### config.mk
export PLATFORM = sky130hd
export DESIGN_NAME = multilevel_feedback_scheduler_core
export DESIGN_NICKNAME = d
export VERILOG_FILES = /design/src/design/mfs_pkg.sv /design/src/design/multilevel_feedback_scheduler_core.sv /design/src/design/mfs_ram.sv
export VERILOG_INCLUDE_DIRS = /design/src /design/src/design
export SDC_FILE = /design/constraint.sdc
export NUM_CORES = 2
export LEC_CHECK = 0
export ABC_AREA = 1
export BUFFER_PORTS_ARGS = -buffer_cell sky130_fd_sc_hd__buf_2
export CAP_MARGIN = 20
export CORE_ASPECT_RATIO = 0.5
export CORE_MARGIN = 2
export CORE_UTILIZATION = 55
export DETAILED_ROUTE_END_ITERATION = 6
export PLACE_DENSITY = 0.71
export SLEW_MARGIN = 0
export SYNTH_ARGS = -nofsm -noshare
export SYNTH_HDL_FRONTEND = slang
export SYNTH_SLANG_ARGS = --single-unit
### constraint.sdc
create_clock -name clk -period 12.9 [get_ports clk]
set_input_delay 3.87 -clock clk [delete_from_list [all_inputs] [get_ports clk]]
set_output_delay 3.87 -clock clk [all_outputs]
set_load 0.02 [all_outputs]
### src/design/multilevel_feedback_scheduler_core_assert.svh
// assertion macros for the multilevel feedback scheduler
`ifndef MULTILEVEL_FEEDBACK_SCHEDULER_CORE_ASSERT_SVH
`define MULTILEVEL_FEEDBACK_SCHEDULER_CORE_ASSERT_SVH
`ifndef SYNTHESIS
`define MFS_ASSERT_ALWAYS(lbl, cond, msg) \
  lbl: assert property (@(posedge clk) disable iff (!rst_n) (cond)) else $error(msg);
`define MFS_ASSERT_NEXT(lbl, ante, cons, msg) \
  lbl: assert property (@(posedge clk) disable iff (!rst_n) (ante) |=> (cons)) else $error(msg);
`else
`define MFS_ASSERT_ALWAYS(lbl, cond, msg)
`define MFS_ASSERT_NEXT(lbl, ante, cons, msg)
`endif
`endif

### src/design/mfs_pkg.sv
// package: shared constants and types of the multilevel feedback scheduler
`default_nettype none
package mfs_pkg;
  localparam int MAX_PROCS_DEF = 16;
  localparam logic [7:0] QUANTUM_DEF = 8'd10;
  localparam logic [7:0] IO_WAIT_DEF = 8'd20;
  localparam logic [5:0] AGING_LIMIT_DEF = 6'd30;

  localparam logic [1:0] CFG_QUANTUM = 2'd0;
  localparam logic [1:0] CFG_IO_WAIT = 2'd1;
  localparam logic [1:0] CFG_AGING_LIMIT = 2'd2;

  localparam logic [1:0] Q_RR = 2'd0;
  localparam logic [1:0] Q_FCFS = 2'd1;
  localparam logic [1:0] Q_IO = 2'd2;

  localparam logic CMD_TICK = 1'b0;
  localparam logic CMD_ARRIVE = 1'b1;

  typedef struct packed {
    logic [9:0]  burst;
    logic [7:0]  ios;
    logic [9:0]  prog;
    logic [17:0] exec;
    logic [5:0]  wait_cnt;
  } proc_rec_t;
endpackage
`default_nettype wire

### src/design/multilevel_feedback_scheduler_core.sv
// top level: tick-driven two-level feedback scheduler with memory-held state
// arrival request: handled in S_IDLE, no result; requests of either kind are taken only in S_IDLE
// tick request: S_HEAD, S_PROC, S_RUN, then the aging walk over the fcfs entries left after the run,
// then S_IO (S_IO_WR when an i/o entry returns) and S_DONE; S_HEAD goes to the walk when nothing ran
// each fcfs entry walks S_AGE_RD, S_AGE_TB, S_AGE_UPD; S_DONE holds while the last result is unread
// reset (rst_n low, synchronous): queues empty, timers reset, registers to defaults
`default_nettype none
`include "multilevel_feedback_scheduler_core_assert.svh"
module multilevel_feedback_scheduler_core #(
  parameter int MAX_PROCS = mfs_pkg::MAX_PROCS_DEF
) (
  input  wire logic       clk,
  input  wire logic       rst_n,
  input  wire logic       in_valid,
  output logic            in_ready,
  input  wire logic       in_command,
  input  wire logic [4:0] in_process_id,
  input  wire logic [9:0] in_burst_length,
  input  wire logic [7:0] in_io_count,
  output logic            out_valid,
  input  wire logic       out_ready,
  output logic      [4:0] out_cpu_process,
  output logic            out_finished,
  output logic            out_sent_to_io,
  output logic            out_all_idle,
  input  wire logic       cfg_we,
  input  wire logic [1:0] cfg_index,
  input  wire logic [7:0] cfg_wdata
);
  // widths that follow from the process count
  localparam int SW = (MAX_PROCS > 1) ? $clog2(MAX_PROCS) : 1;
  localparam int CW = $clog2(MAX_PROCS + 1);
  localparam int XW = SW + 2;
  localparam int QD = 3 * MAX_PROCS;
  localparam int AW = $clog2(QD);
  localparam int TW = $clog2(MAX_PROCS > 1 ? MAX_PROCS : 2);
  localparam int RW = $bits(mfs_pkg::proc_rec_t);

  // sequencer codes
  localparam logic [3:0] S_IDLE    = 4'd0;
  localparam logic [3:0] S_HEAD    = 4'd1;
  localparam logic [3:0] S_PROC    = 4'd2;
  localparam logic [3:0] S_RUN     = 4'd3;
  localparam logic [3:0] S_AGE_RD  = 4'd4;
  localparam logic [3:0] S_AGE_TB  = 4'd5;
  localparam logic [3:0] S_AGE_UPD = 4'd6;
  localparam logic [3:0] S_IO      = 4'd7;
  localparam logic [3:0] S_IO_WR   = 4'd8;
  localparam logic [3:0] S_DONE    = 4'd9;

  // circular slot add, offset never exceeds the queue depth
  function automatic logic [SW-1:0] wrap_add(input logic [SW-1:0] b, input logic [CW-1:0] o);
    logic [XW-1:0] s;
    s = XW'(b) + XW'(o);
    if (s >= XW'(MAX_PROCS)) begin
      s = s - XW'(MAX_PROCS);
    end
    return SW'(s);
  endfunction

  // the three queues share one ram, one region each
  function automatic logic [AW-1:0] qaddr(input logic [1:0] qs, input logic [SW-1:0] slot);
    logic [AW-1:0] a;
    case (qs)
      mfs_pkg::Q_FCFS: a = AW'(MAX_PROCS) + AW'(slot);
      mfs_pkg::Q_IO:   a = AW'(2 * MAX_PROCS) + AW'(slot);
      default:         a = AW'(slot);
    endcase
    return a;
  endfunction

  logic [3:0]       state_r, state_nxt;
  logic [SW-1:0]    cur_p_r, cur_p_nxt;
  logic             run_rr_r, run_rr_nxt;
  logic             ran_fcfs_r, ran_fcfs_nxt;
  logic [4:0]       ran_id_r, ran_id_nxt;
  logic             fin_r, fin_nxt;
  logic             toio_r, toio_nxt;
  logic [CW-1:0]    age_n_r, age_n_nxt;
  logic [CW-1:0]    age_i_r, age_i_nxt;
  logic [CW-1:0]    age_k_r, age_k_nxt;
  logic [SW-1:0]    rr_head_r, rr_head_nxt;
  logic [SW-1:0]    fcfs_head_r, fcfs_head_nxt;
  logic [SW-1:0]    io_head_r, io_head_nxt;
  logic [CW-1:0]    rr_cnt_r, rr_cnt_nxt;
  logic [CW-1:0]    fcfs_cnt_r, fcfs_cnt_nxt;
  logic [CW-1:0]    io_cnt_r, io_cnt_nxt;
  logic [7:0]       qt_r, qt_nxt;
  logic signed [8:0] io_timer_r, io_timer_nxt;
  logic [MAX_PROCS-1:0] active_r, active_nxt;
  logic [7:0]       quantum_r, quantum_nxt;
  logic [7:0]       io_wait_r, io_wait_nxt;
  logic [5:0]       aging_r, aging_nxt;
  logic             out_valid_r, out_valid_nxt;
  logic [4:0]       out_cpu_r, out_cpu_nxt;
  logic             out_fin_r, out_fin_nxt;
  logic             out_toio_r, out_toio_nxt;
  logic             out_idle_r, out_idle_nxt;

  // ram ports
  logic             q_we;
  logic [AW-1:0]    q_waddr, q_raddr;
  logic [SW-1:0]    q_wdata, q_rdata;
  logic             t_we;
  logic [TW-1:0]    t_waddr, t_raddr;
  mfs_pkg::proc_rec_t t_wdata, t_rdata;

  // working values
  logic             arrive_ok;
  logic [SW-1:0]    arr_p;
  mfs_pkg::proc_rec_t rec;
  logic [18:0]      need;
  logic [9:0]       prog1;
  logic [17:0]      exec1;
  logic             done_w, brk_w;
  logic [7:0]       qt1;
  logic [5:0]       wait1;
  logic             promote;
  logic signed [8:0] tmr1;
  logic [CW+1:0]    q_total;

  mfs_ram #(.WIDTH(SW), .DEPTH(QD)) u_queue_ram (
    .clk   (clk),
    .we    (q_we),
    .waddr (q_waddr),
    .wdata (q_wdata),
    .raddr (q_raddr),
    .rdata (q_rdata)
  );

  mfs_ram #(.WIDTH(RW), .DEPTH(MAX_PROCS)) u_proc_ram (
    .clk   (clk),
    .we    (t_we),
    .waddr (t_waddr),
    .wdata (t_wdata),
    .raddr (t_raddr),
    .rdata (t_rdata)
  );

  assign in_ready        = (state_r == S_IDLE);
  assign out_valid       = out_valid_r;
  assign out_cpu_process = out_cpu_r;
  assign out_finished    = out_fin_r;
  assign out_sent_to_io  = out_toio_r;
  assign out_all_idle    = out_idle_r;

  // arrival checks: id in range here; the not-already-queued check uses active_r at the arrival
  assign arrive_ok = ({4'b0, in_process_id} != 9'd0) &&
                     ({4'b0, in_process_id} <= 9'(MAX_PROCS));
  assign arr_p = SW'({4'b0, in_process_id} - 9'd1);

  // one cpu unit on the record just read back
  assign rec    = t_rdata;
  assign need   = 19'({1'b0, rec.ios} + 9'd1) * 19'(rec.burst);
  assign prog1  = rec.prog + 10'd1;
  assign exec1  = rec.exec + 18'd1;
  assign done_w = (19'(exec1) >= need);
  assign brk_w  = !done_w && (prog1 >= rec.burst);
  assign qt1    = qt_r + 8'd1;

  // aging of one fcfs entry; the first entry walked after an fcfs run has its wait cleared
  always_comb begin
    if ((age_i_r == '0) && ran_fcfs_r) begin
      wait1 = 6'd0;
    end else if (rec.wait_cnt < 6'd63) begin
      wait1 = rec.wait_cnt + 6'd1;
    end else begin
      wait1 = rec.wait_cnt;
    end
  end
  assign promote = ({1'b0, wait1} == ({1'b0, aging_r} + 7'd1));

  // io timer steps toward io_wait and holds at its ceiling
  assign tmr1 = (io_timer_r < 9'sd255) ? (io_timer_r + 9'sd1) : io_timer_r;

  assign q_total = (CW+2)'(rr_cnt_r) + (CW+2)'(fcfs_cnt_r) + (CW+2)'(io_cnt_r);

  always_comb begin
    state_nxt     = state_r;
    cur_p_nxt     = cur_p_r;
    run_rr_nxt    = run_rr_r;
    ran_fcfs_nxt  = ran_fcfs_r;
    ran_id_nxt    = ran_id_r;
    fin_nxt       = fin_r;
    toio_nxt      = toio_r;
    age_n_nxt     = age_n_r;
    age_i_nxt     = age_i_r;
    age_k_nxt     = age_k_r;
    rr_head_nxt   = rr_head_r;
    fcfs_head_nxt = fcfs_head_r;
    io_head_nxt   = io_head_r;
    rr_cnt_nxt    = rr_cnt_r;
    fcfs_cnt_nxt  = fcfs_cnt_r;
    io_cnt_nxt    = io_cnt_r;
    qt_nxt        = qt_r;
    io_timer_nxt  = io_timer_r;
    active_nxt    = active_r;
    quantum_nxt   = quantum_r;
    io_wait_nxt   = io_wait_r;
    aging_nxt     = aging_r;
    out_valid_nxt = out_valid_r;
    out_cpu_nxt   = out_cpu_r;
    out_fin_nxt   = out_fin_r;
    out_toio_nxt  = out_toio_r;
    out_idle_nxt  = out_idle_r;
    q_we          = 1'b0;
    q_waddr       = '0;
    q_wdata       = '0;
    q_raddr       = '0;
    t_we          = 1'b0;
    t_waddr       = '0;
    t_wdata       = rec;
    t_raddr       = '0;

    // result register drains independently of the sequencer
    if (out_valid_r && out_ready) begin
      out_valid_nxt = 1'b0;
    end

    // configuration decoder
    if (cfg_we) begin
      unique case (cfg_index)
        mfs_pkg::CFG_QUANTUM:     quantum_nxt = cfg_wdata;
        mfs_pkg::CFG_IO_WAIT:     io_wait_nxt = cfg_wdata;
        mfs_pkg::CFG_AGING_LIMIT: aging_nxt   = cfg_wdata[5:0];
        default: ;
      endcase
    end

    unique case (state_r)
      S_IDLE: begin
        if (in_valid) begin
          if (in_command == mfs_pkg::CMD_ARRIVE) begin
            // new process: fresh record, joins the rr tail
            if (arrive_ok && !active_r[arr_p]) begin
              active_nxt[arr_p] = 1'b1;
              t_we              = 1'b1;
              t_waddr           = TW'(arr_p);
              t_wdata.burst     = in_burst_length;
              t_wdata.ios       = in_io_count;
              t_wdata.prog      = '0;
              t_wdata.exec      = '0;
              t_wdata.wait_cnt  = '0;
              q_we              = 1'b1;
              q_waddr           = qaddr(mfs_pkg::Q_RR, wrap_add(rr_head_r, rr_cnt_r));
              q_wdata           = arr_p;
              rr_cnt_nxt        = rr_cnt_r + CW'(1);
            end
          end else begin
            fin_nxt      = 1'b0;
            toio_nxt     = 1'b0;
            ran_id_nxt   = '0;
            ran_fcfs_nxt = 1'b0;
            age_i_nxt    = '0;
            age_k_nxt    = '0;
            state_nxt    = S_HEAD;
          end
        end
      end

      S_HEAD: begin
        // rr head has priority, fcfs head only when rr is empty
        if (rr_cnt_r != '0) begin
          run_rr_nxt = 1'b1;
          q_raddr    = qaddr(mfs_pkg::Q_RR, rr_head_r);
          state_nxt  = S_PROC;
        end else if (fcfs_cnt_r != '0) begin
          run_rr_nxt   = 1'b0;
          ran_fcfs_nxt = 1'b1;
          q_raddr      = qaddr(mfs_pkg::Q_FCFS, fcfs_head_r);
          state_nxt    = S_PROC;
        end else begin
          age_n_nxt = fcfs_cnt_r;
          state_nxt = S_AGE_RD;
        end
      end

      S_PROC: begin
        cur_p_nxt = q_rdata;
        t_raddr   = TW'(q_rdata);
        state_nxt = S_RUN;
      end

      S_RUN: begin
        t_we          = 1'b1;
        t_waddr       = TW'(cur_p_r);
        t_wdata.prog  = brk_w ? 10'd0 : prog1;
        t_wdata.exec  = exec1;
        ran_id_nxt    = 5'(9'(cur_p_r) + 9'd1);
        if (done_w) begin
          active_nxt[cur_p_r] = 1'b0;
          fin_nxt             = 1'b1;
        end
        if (brk_w) begin
          // burst over: to the io tail
          toio_nxt   = 1'b1;
          q_we       = 1'b1;
          q_waddr    = qaddr(mfs_pkg::Q_IO, wrap_add(io_head_r, io_cnt_r));
          q_wdata    = cur_p_r;
          io_cnt_nxt = io_cnt_r + CW'(1);
        end
        if (run_rr_r) begin
          qt_nxt = qt1;
          if (done_w || brk_w || (qt1 == quantum_r)) begin
            qt_nxt      = 8'd0;
            rr_head_nxt = wrap_add(rr_head_r, CW'(1));
            rr_cnt_nxt  = rr_cnt_r - CW'(1);
          end
          if (!done_w && !brk_w && (qt1 == quantum_r)) begin
            // quantum used up: demote to the fcfs tail
            q_we         = 1'b1;
            q_waddr      = qaddr(mfs_pkg::Q_FCFS, wrap_add(fcfs_head_r, fcfs_cnt_r));
            q_wdata      = cur_p_r;
            fcfs_cnt_nxt = fcfs_cnt_r + CW'(1);
          end
        end else if (done_w || brk_w) begin
          fcfs_head_nxt = wrap_add(fcfs_head_r, CW'(1));
          fcfs_cnt_nxt  = fcfs_cnt_r - CW'(1);
        end
        age_n_nxt = fcfs_cnt_nxt;
        state_nxt = S_AGE_RD;
      end

      S_AGE_RD: begin
        if (age_i_r == age_n_r) begin
          state_nxt = S_IO;
        end else begin
          q_raddr   = qaddr(mfs_pkg::Q_FCFS, wrap_add(fcfs_head_r, age_i_r));
          state_nxt = S_AGE_TB;
        end
      end

      S_AGE_TB: begin
        cur_p_nxt = q_rdata;
        t_raddr   = TW'(q_rdata);
        state_nxt = S_AGE_UPD;
      end

      S_AGE_UPD: begin
        t_we             = 1'b1;
        t_waddr          = TW'(cur_p_r);
        t_wdata.wait_cnt = promote ? 6'd0 : wait1;
        q_we             = 1'b1;
        q_wdata          = cur_p_r;
        if (promote) begin
          // aged out: back to the rr tail
          q_waddr      = qaddr(mfs_pkg::Q_RR, wrap_add(rr_head_r, rr_cnt_r));
          rr_cnt_nxt   = rr_cnt_r + CW'(1);
          fcfs_cnt_nxt = fcfs_cnt_r - CW'(1);
        end else begin
          // kept entries are packed down from the head in order
          q_waddr   = qaddr(mfs_pkg::Q_FCFS, wrap_add(fcfs_head_r, age_k_r));
          age_k_nxt = age_k_r + CW'(1);
        end
        age_i_nxt = age_i_r + CW'(1);
        state_nxt = S_AGE_RD;
      end

      S_IO: begin
        if (io_cnt_r != '0) begin
          if (tmr1 == $signed({1'b0, io_wait_r})) begin
            q_raddr   = qaddr(mfs_pkg::Q_IO, io_head_r);
            state_nxt = S_IO_WR;
          end else begin
            io_timer_nxt = tmr1;
            state_nxt    = S_DONE;
          end
        end else begin
          state_nxt = S_DONE;
        end
      end

      S_IO_WR: begin
        // io head returns to rr; timer restarts, steps to zero if io still holds work
        q_we         = 1'b1;
        q_waddr      = qaddr(mfs_pkg::Q_RR, wrap_add(rr_head_r, rr_cnt_r));
        q_wdata      = q_rdata;
        rr_cnt_nxt   = rr_cnt_r + CW'(1);
        io_head_nxt  = wrap_add(io_head_r, CW'(1));
        io_cnt_nxt   = io_cnt_r - CW'(1);
        io_timer_nxt = (io_cnt_r > CW'(1)) ? 9'sd0 : -9'sd1;
        state_nxt    = S_DONE;
      end

      S_DONE: begin
        if (!out_valid_r || out_ready) begin
          out_valid_nxt = 1'b1;
          out_cpu_nxt   = ran_id_r;
          out_fin_nxt   = fin_r;
          out_toio_nxt  = toio_r;
          out_idle_nxt  = (rr_cnt_r == '0) && (fcfs_cnt_r == '0) && (io_cnt_r == '0);
          state_nxt     = S_IDLE;
        end
      end

      default: state_nxt = S_IDLE;
    endcase
  end

  // control state
  always_ff @(posedge clk) begin
    if (!rst_n) begin
      state_r     <= S_IDLE;
      run_rr_r    <= 1'b0;
      ran_fcfs_r  <= 1'b0;
      fin_r       <= 1'b0;
      toio_r      <= 1'b0;
      age_n_r     <= '0;
      age_i_r     <= '0;
      age_k_r     <= '0;
      rr_head_r   <= '0;
      fcfs_head_r <= '0;
      io_head_r   <= '0;
      rr_cnt_r    <= '0;
      fcfs_cnt_r  <= '0;
      io_cnt_r    <= '0;
      qt_r        <= '0;
      io_timer_r  <= -9'sd1;
      active_r    <= '0;
      quantum_r   <= mfs_pkg::QUANTUM_DEF;
      io_wait_r   <= mfs_pkg::IO_WAIT_DEF;
      aging_r     <= mfs_pkg::AGING_LIMIT_DEF;
      out_valid_r <= 1'b0;
    end else begin
      state_r     <= state_nxt;
      run_rr_r    <= run_rr_nxt;
      ran_fcfs_r  <= ran_fcfs_nxt;
      fin_r       <= fin_nxt;
      toio_r      <= toio_nxt;
      age_n_r     <= age_n_nxt;
      age_i_r     <= age_i_nxt;
      age_k_r     <= age_k_nxt;
      rr_head_r   <= rr_head_nxt;
      fcfs_head_r <= fcfs_head_nxt;
      io_head_r   <= io_head_nxt;
      rr_cnt_r    <= rr_cnt_nxt;
      fcfs_cnt_r  <= fcfs_cnt_nxt;
      io_cnt_r    <= io_cnt_nxt;
      qt_r        <= qt_nxt;
      io_timer_r  <= io_timer_nxt;
      active_r    <= active_nxt;
      quantum_r   <= quantum_nxt;
      io_wait_r   <= io_wait_nxt;
      aging_r     <= aging_nxt;
      out_valid_r <= out_valid_nxt;
    end
  end

  // payload registers
  always_ff @(posedge clk) begin
    cur_p_r    <= cur_p_nxt;
    ran_id_r   <= ran_id_nxt;
    out_cpu_r  <= out_cpu_nxt;
    out_fin_r  <= out_fin_nxt;
    out_toio_r <= out_toio_nxt;
    out_idle_r <= out_idle_nxt;
  end

  // every live process sits in exactly one queue
  `MFS_ASSERT_ALWAYS(a_active_count, $countones(active_r) == int'(q_total), "active vs queue count")
  // io timer is parked whenever the io queue is empty
  `MFS_ASSERT_ALWAYS(a_io_timer_idle, (io_cnt_r != '0) || (io_timer_r == -9'sd1), "io timer not idle")
  // a held result is not dropped
  `MFS_ASSERT_NEXT(a_out_hold, out_valid_r && !out_ready, out_valid_r, "result dropped")
endmodule
`default_nettype wire

### src/design/mfs_ram.sv
// generic single-write, single-read ram with registered read
`default_nettype none
module mfs_ram #(
  parameter int WIDTH = 8,
  parameter int DEPTH = 16
) (
  input  wire logic                             clk,
  input  wire logic                             we,
  input  wire logic [$clog2(DEPTH > 1 ? DEPTH : 2)-1:0] waddr,
  input  wire logic [WIDTH-1:0]                 wdata,
  input  wire logic [$clog2(DEPTH > 1 ? DEPTH : 2)-1:0] raddr,
  output logic      [WIDTH-1:0]                 rdata
);
  logic [WIDTH-1:0] mem [DEPTH];

  always_ff @(posedge clk) begin
    if (we) begin
      mem[waddr] <= wdata;
    end
    rdata <= mem[raddr];
  end
endmodule
`default_nettype wire

Word level (Yosys, flattened, before mapping)

Memory sizes are Yosys's and may differ from the RTL's. A register that Yosys moved wholly into a read port is not among the register bits.
Cells that the tools add are included.

Add/subtract/negate cells: 39
Multiply operators: 1
$lt $le $gt $ge: 18
Equality and inequality tests: 31
Mux-type cells: 125
Bitwise operators: 4
Reductions and logical operators: 61

Operators with widths:

| cell                                                 | number |
|---|---|
| two-way mux 52 bit                                   | 3 |
| two-way mux 4 bit                                    | 31 |
| two-way mux 5 bit                                    | 16 |
| two-way mux 6 bit                                    | 12 |
| two-way mux 16 bit                                   | 4 |
| one-hot mux 5 bit (2 select lines)                   | 6 |
| one-hot mux 28 bit (2 select lines)                  | 1 |
| two-way mux 9 bit                                    | 4 |
| one-hot mux 4 bit (9 select lines)                   | 1 |
| subtractor 4 x 1 -> 4 bit (second input constant)    | 9 |
| one-hot mux 16 bit (2 select lines)                  | 1 |
| adder 4 x 5 -> 6 bit                                 | 5 |
| >= comparator 6 x 5 -> 1 bit (second input constant) | 5 |
| != test 2 bit (second input constant)                | 14 |
| adder 5 x 1 -> 5 bit (second input constant)         | 5 |
| two-way mux 1 bit                                    | 25 |
| adder 5 x 4 -> 6 bit (first input constant)          | 4 |
| one-hot mux 6 bit (4 select lines)                   | 1 |
| AND reduction 3 bit                                  | 7 |
| adder 4 x 1 -> 5 bit (second input constant)         | 4 |
| zero test 5 bit                                      | 4 |
| one-hot mux 5 bit (4 select lines)                   | 1 |
| nonzero test 5 bit                                   | 4 |
| >= comparator 18 x 19 -> 1 bit                       | 1 |
| other kinds (59)                                     | 111 |

Bits in registers: 123
Memory bits (writable): 1024
Input bits: 39
Output and inout bits: 10
Word-level logic and storage cells: 308
Memories: 2

Memory list:

| name            | depth | bits a word | rd ports | clocked after memory_dff | wr ports | RTL line      | text |
|---|---|---|---|---|---|---|---|
| u_proc_ram.mem  | 16    | 52          | 1        | 1                        | 1        | mfs_ram.sv:14 | `logic [WIDTH-1:0] mem [DEPTH];` |
| u_queue_ram.mem | 48    | 4           | 1        | 1                        | 1        | mfs_ram.sv:14 |  |

Depth between registers and ports, before layout

Word-level depth: 15
Gate-level depth with buffers: 43
Mapped depth without buffers: 43

By module

A second synthesis with hierarchy kept.

Cells, all modules: 5984
Area total of the unflattened synthesis: 57237.4 µm²

By module, submodules not included:

| module                             | instances | cells an instance | area each (µm²) | sequential area each (µm²) |
|---|---|---|---|---|
| mfs_ram (u_proc_ram)               | 1         | 3426              | 36511.3         | 26025.0 |
| multilevel_feedback_scheduler_core | 1         | 1861              | 12598.3         | 2612.5 |
| mfs_ram (u_queue_ram)              | 1         | 697               | 8127.8          | 5845.6 |

Worst setup path after synthesis

OpenSTA, ideal clock, no wires.

Path kind: input -> register
Start point: in in_process_id[0]
End point: mem u_proc_ram.mem[0][0] (netlist bit), enable pin
Library setup time: 540 ps
Data arrival time: 9866 ps
Data required time: 12360 ps
Path slack: 2494 ps
Cell stages on the path: 20
Buffers on the path: 3
Cells stage by stage: buf_4 inv_1 buf_4 ha_1 nand2_1 inv_1 nor2_1 inv_1 nor2_1 nand2_1 nand2_1 a21oi_1 nand3_1 inv_1 buf_2 nand2_1 o21ai_0 inv_1 nand2_1 a211oi_1

Cells in the longest elaborated chain, start to end: 11
Elaborated cells on any way between the ends: 18
Classes of those cells: add/sub (1); order compare (1); mux (12); reduce/logical (4)

Ends and longest elaborated chain:

| element                                 | RTL line                                  | text |
|---|---|---|
| start: declaration                      | multilevel_feedback_scheduler_core.sv:17  | `input wire logic [4:0] in_process_id,` |
| subtractor 4 x 1 -> 4 bit               | multilevel_feedback_scheduler_core.sv:150 | `assign arr_p = SW'({4'b0, in_process_id} - 9'd1);` |
| binary-select mux 1 bit (select 4 bit)  | multilevel_feedback_scheduler_core.sv:235 | `if (arrive_ok && !active_r[arr_p]) begin` |
| two-way mux 1 bit (not written as such) | multilevel_feedback_scheduler_core.sv:235 |  |
| zero test 1 bit                         | multilevel_feedback_scheduler_core.sv:235 |  |
| logical AND 1 bit                       | multilevel_feedback_scheduler_core.sv:235 |  |
| two-way mux 1 bit                       | multilevel_feedback_scheduler_core.sv:235 |  |
| two-way mux 1 bit                       | multilevel_feedback_scheduler_core.sv:233 | `if (in_command == mfs_pkg::CMD_ARRIVE) begin` |
| two-way mux 1 bit                       | multilevel_feedback_scheduler_core.sv:232 | `if (in_valid) begin` |
| one-hot mux 1 bit (2 select lines)      | multilevel_feedback_scheduler_core.sv:230 | `unique case (state_r)` |
| two-way mux 1 bit                       | mfs_ram.sv:17                             | `if (we) begin` |
| two-way mux 1 bit (not written as such) | mfs_ram.sv:18                             | `mem[waddr] <= wdata;` |
| end: declaration                        | mfs_ram.sv:14                             |  |

Parallel ways exist; a longest one is shown, timed or not. The select of a mux whose other input is x is not followed.

Worst setup path after layout

Start point: reg u_proc_ram.rdata[34], read port of u_proc_ram.mem
End point: mem u_queue_ram.mem[7][1] (netlist bit), enable pin

Cells in the longest elaborated chain, start to end: 13
Elaborated cells on any way between the ends: 18
Classes of those cells: add/sub (1); mul (1); order compare (1); mux (10); reduce/logical (5)

Ends and longest elaborated chain:

| element                                 | RTL line                                                                             | text |
|---|---|---|
| start: declaration                      | mfs_ram.sv:12                                                                        | `output logic [WIDTH-1:0] rdata` |
| adder 8 x 1 -> 9 bit *                  | multilevel_feedback_scheduler_core.sv:154                                            | `assign need = 19'({1'b0, rec.ios} + 9'd1) * 19'(rec.burst);` |
| multiplier 9 x 10 -> 19 bit *           | multilevel_feedback_scheduler_core.sv:154                                            |  |
| >= comparator 18 x 19 -> 1 bit *        | multilevel_feedback_scheduler_core.sv:157                                            | `assign done_w = (19'(exec1) >= need);` |
| zero test 1 bit *                       | multilevel_feedback_scheduler_core.sv:158, multilevel_feedback_scheduler_core.sv:309 |  |
| logical AND 1 bit                       | multilevel_feedback_scheduler_core.sv:158                                            | `assign brk_w = !done_w && (prog1 >= rec.burst);` |
| zero test 1 bit                         | multilevel_feedback_scheduler_core.sv:309                                            | `if (!done_w && !brk_w && (qt1 == quantum_r)) begin` |
| logical AND 1 bit (2 in series)         | multilevel_feedback_scheduler_core.sv:309                                            |  |
| two-way mux 1 bit                       | multilevel_feedback_scheduler_core.sv:309                                            |  |
| two-way mux 1 bit                       | multilevel_feedback_scheduler_core.sv:302                                            | `if (run_rr_r) begin` |
| one-hot mux 1 bit (3 select lines)      | multilevel_feedback_scheduler_core.sv:230                                            |  |
| two-way mux 1 bit                       | mfs_ram.sv:17                                                                        |  |
| two-way mux 1 bit (not written as such) | mfs_ram.sv:18                                                                        |  |
| end: declaration                        | mfs_ram.sv:14                                                                        |  |

Every way passes the cells marked *; elsewhere a longest branch is shown, timed or not.

==> flow_summary.json <==
{
  "outcome": "complete, but fails checks",
  "violations": "design-rule violations",
  "antenna_found_initial": 1,
  "cts_sinks": 1202,
  "fp.coreArea_um2": 97400,
  "ys_types": 51,
  "syn-num-nets": 5061,
  "clockBufferDepth": 3,
  "grt_setup_unrepaired": "false",
  "peakVddDrop_v": 0.000681,
  "hold_class": "reg2reg",
  "synth-seq-cells": 1202,
  "p_comb_frac": 0.513,
  "finalHoldViolCount": 0,
  "crit_top_cell": "nor2_1",
  "crit_required_ps": 13290,
  "crit_type": "reg2reg",
  "yosys.area.top_type": "edfxtp_1",
  "synth-seq-area-share": 0.641,
  "htree_levels": 3,
  "cp-start-kind": "register",
  "synth_area_leaders": "edfxtp_1 (58%), dfxtp_1 (6.0%), nor2_1 (4.8%), nand2_1 (4.1%), nand3_1 (3.5%)",
  "postCtsHoldBufs": 0,
  "drtPass1Iterations": 7,
  "clk_latency_ps": 730,
  "vias_per_cell": 6.09,
  "synth_area_per_cell_um2": 11.1,
  "synthTopCellsByCount": "edfxtp_1 (1041), nor2_1 (688), nand2_1 (584)",
  "grtUsageTotal": 0.278,
  "drt_iter0_drc": 4709,
  "placementRows": 81,
  "cts_resized": 0,
  "worst_slew_pin_slew_ps": 1210,
  "synth-async-reset-ratio": 0,
  "fmax_mhz": 111,
  "io_pins": 49,
  "crit_slowest_cell": "xor2_1",
  "power_frac_seq": 0.305,
  "cts_setup_buffers": 0,
  "stdcell_area_um2": 59200,
  "synth_area_um2": 53800,
  "fp.dieW_um": 446,
  "cts_tree": "yes",
  "p_leak_nw": 21.5,
  "final-setup-viol-count": 0,
  "p_sw_frac": 0.422,
  "cpLargestDelayFamily": "simple AND/OR/NAND/NOR gates",
  "stdcell_count": 6269,
  "synth_warnings": 0,
  "vias": 38200,
  "grt_max_degree": 165,
  "fin_crit_sh": 0.701,
  "nets": 5061,
  "switchingPower_mw": 7.42,
  "synth_ff_type": "edfxtp_1",
  "die_area_um2": 101000,
  "p_clk_frac": 0.183,
  "hpwlAfterDp_um": 78700,
  "fin_setup_tns_ps": 0,
  "ant_nets": 0,
  "internal_power_mw": 10.2,
  "totalWireLength_um": 141000,
  "placed_area_um2": 55600,
  "max-slew-margin-rel": 0.193,
  "arrival_ps": 9440,
  "post_drt_wl_per_cell_um": 22.4,
  "power_density_nw_per_um2": 297,
  "initial_core_util": 0.553,
  "place_inst": 6059,
  "slowest_delay_ps": 590,
  "synth_edf_count": 1041,
  "synth_cells": 4848,
  "die_h_um": 225,
  "grt_pass1_wl_um": 215000,
  "gr-total-overflow": 0,
  "synth_top_area_share": 0.581,
  "critPathMaxFanout": 10,
  "grt_pass1_vias": 36900,
  "final_util": 0.608,
  "numCtsBuffers": 104,
  "synthToLayoutAreaGrowth_pct": 10.0,
  "port-buffer-count": 48,
  "fin_hold_ws_ps": 412,
  "worst_setup_path_end_kind": "register",
  "finalCriticalPeriod_ps": 9050,
  "drive_above_1_share": 0.0759,
  "maxSlewViolCount": 0,
  "critPathBufInv": 6,
  "yosysMostFrequentCell": "edfxtp_1",
  "path_clk_slew_ps": 70,
  "drc": 1,
  "n_fill_cell": 7570,
  "gp_congestion": 0.937,
  "root_buffer": "clkbuf_16",
  "cap_violations": 0,
  "fin_skew_ps": 31.5
}
==> state kept, by name (all words and copies together), names as in the netlist, 5 cells and up <==
signal            count
ran_id_r              5
qt_r                  8
aging_r               6
out_cpu_process       5
io_wait_r             8
age_n_r               5
fcfs_cnt_r            5
age_i_r               5
io_timer_r            9
quantum_r             8
rr_cnt_r              5
u_proc_ram.mem      832
u_proc_ram.rdata     52
io_cnt_r              5
active_r             16
u_queue_ram.mem     192
==> metrics by stage <==
| stage | total power [mW] | worst slack, ps |
|---|---|---|
| finish | 17.6 | 3850 |
| global route | 19.0 | 3160 |
| CTS | 17.5 | 3960 |
| detailed placement | 14.3 | 3960 |
| global placement | 14.0 | 4190 |
| floorplan | 12.0 | 2490 |
==> cell usage in the layout (no fill, tap or decap), types with 111 or more instances in the layout <==
master and n:
o221ai_1 209, ha_1 111, inv_1 400, a21oi_1 118, edfxtp_1 1041, nor3_1 338, nand2_1 584, nor2_1 668
o21ai_0 139, dfxtp_1 160, nand3_1 379
==> cell type report <==
class | count | area [µm²] | area share
sequential | 1202 | 34500 | 0.583
clock buffer | 150 | 2990 | 0.0505
timing repair buffer | 142 | 983 | 0.0166
multi-input combinational | 2977 | 17000 | 0.287
inverter | 421 | 1590 | 0.0269
clock inverter | 48 | 500 | 0.00845
tap | 1328 | 1660 | 0.0281
antenna | 1 | 2.50 | 0.0000423
==> cell families (layout without fill, tap and decap cells) <==
group,after synthesis,in the layout,share of synthesized area
xor gates and xnor gates,88,88,0.0143
adders and majority gates,174,174,0.0492
and+or+nand+nor,2089,2089,0.169
DFF,1202,1202,0.641
other,0,1,0
buffers and inverters,669,761,0.0481
AOI/OAI and AO/OA,626,626,0.0786
==> per-layer routing <==
layer,track usage,vias up,wire (µm)
li1,-,17300,-
met1,0.388,18700,57800
met2,0.451,1934,65900
met3,0.0451,295,13100
met4,0.0866,0,3890
met5,0,-,0
==> power by group through the flow <==
stage	Sequential (mW)	Clock [mW]	Combinational [mW]
after floorplan	5.35	0	6.60
after global placement	5.43	0	8.53
after detailed placement	5.44	0	8.88
after CTS	5.36	3.25	8.94
after global routing	5.37	3.39	10.2
final	5.36	3.22	9.02
==> final timing paths <==
path	startpoint	to	depth (start not counted)	slack [ps]
worst max-delay path	u_proc_ram.rdata[34]	u_queue_ram.mem[7][1]	37	3850
worst min-delay path	ran_id_r[2]	out_cpu_process[2]	0	410
worst max register to register	u_proc_ram.rdata[34]	u_queue_ram.mem[7][1]	37	3850
worst min register to register	ran_id_r[2]	out_cpu_process[2]	0	410
Note: power is estimated with default switching activity, not from simulation.
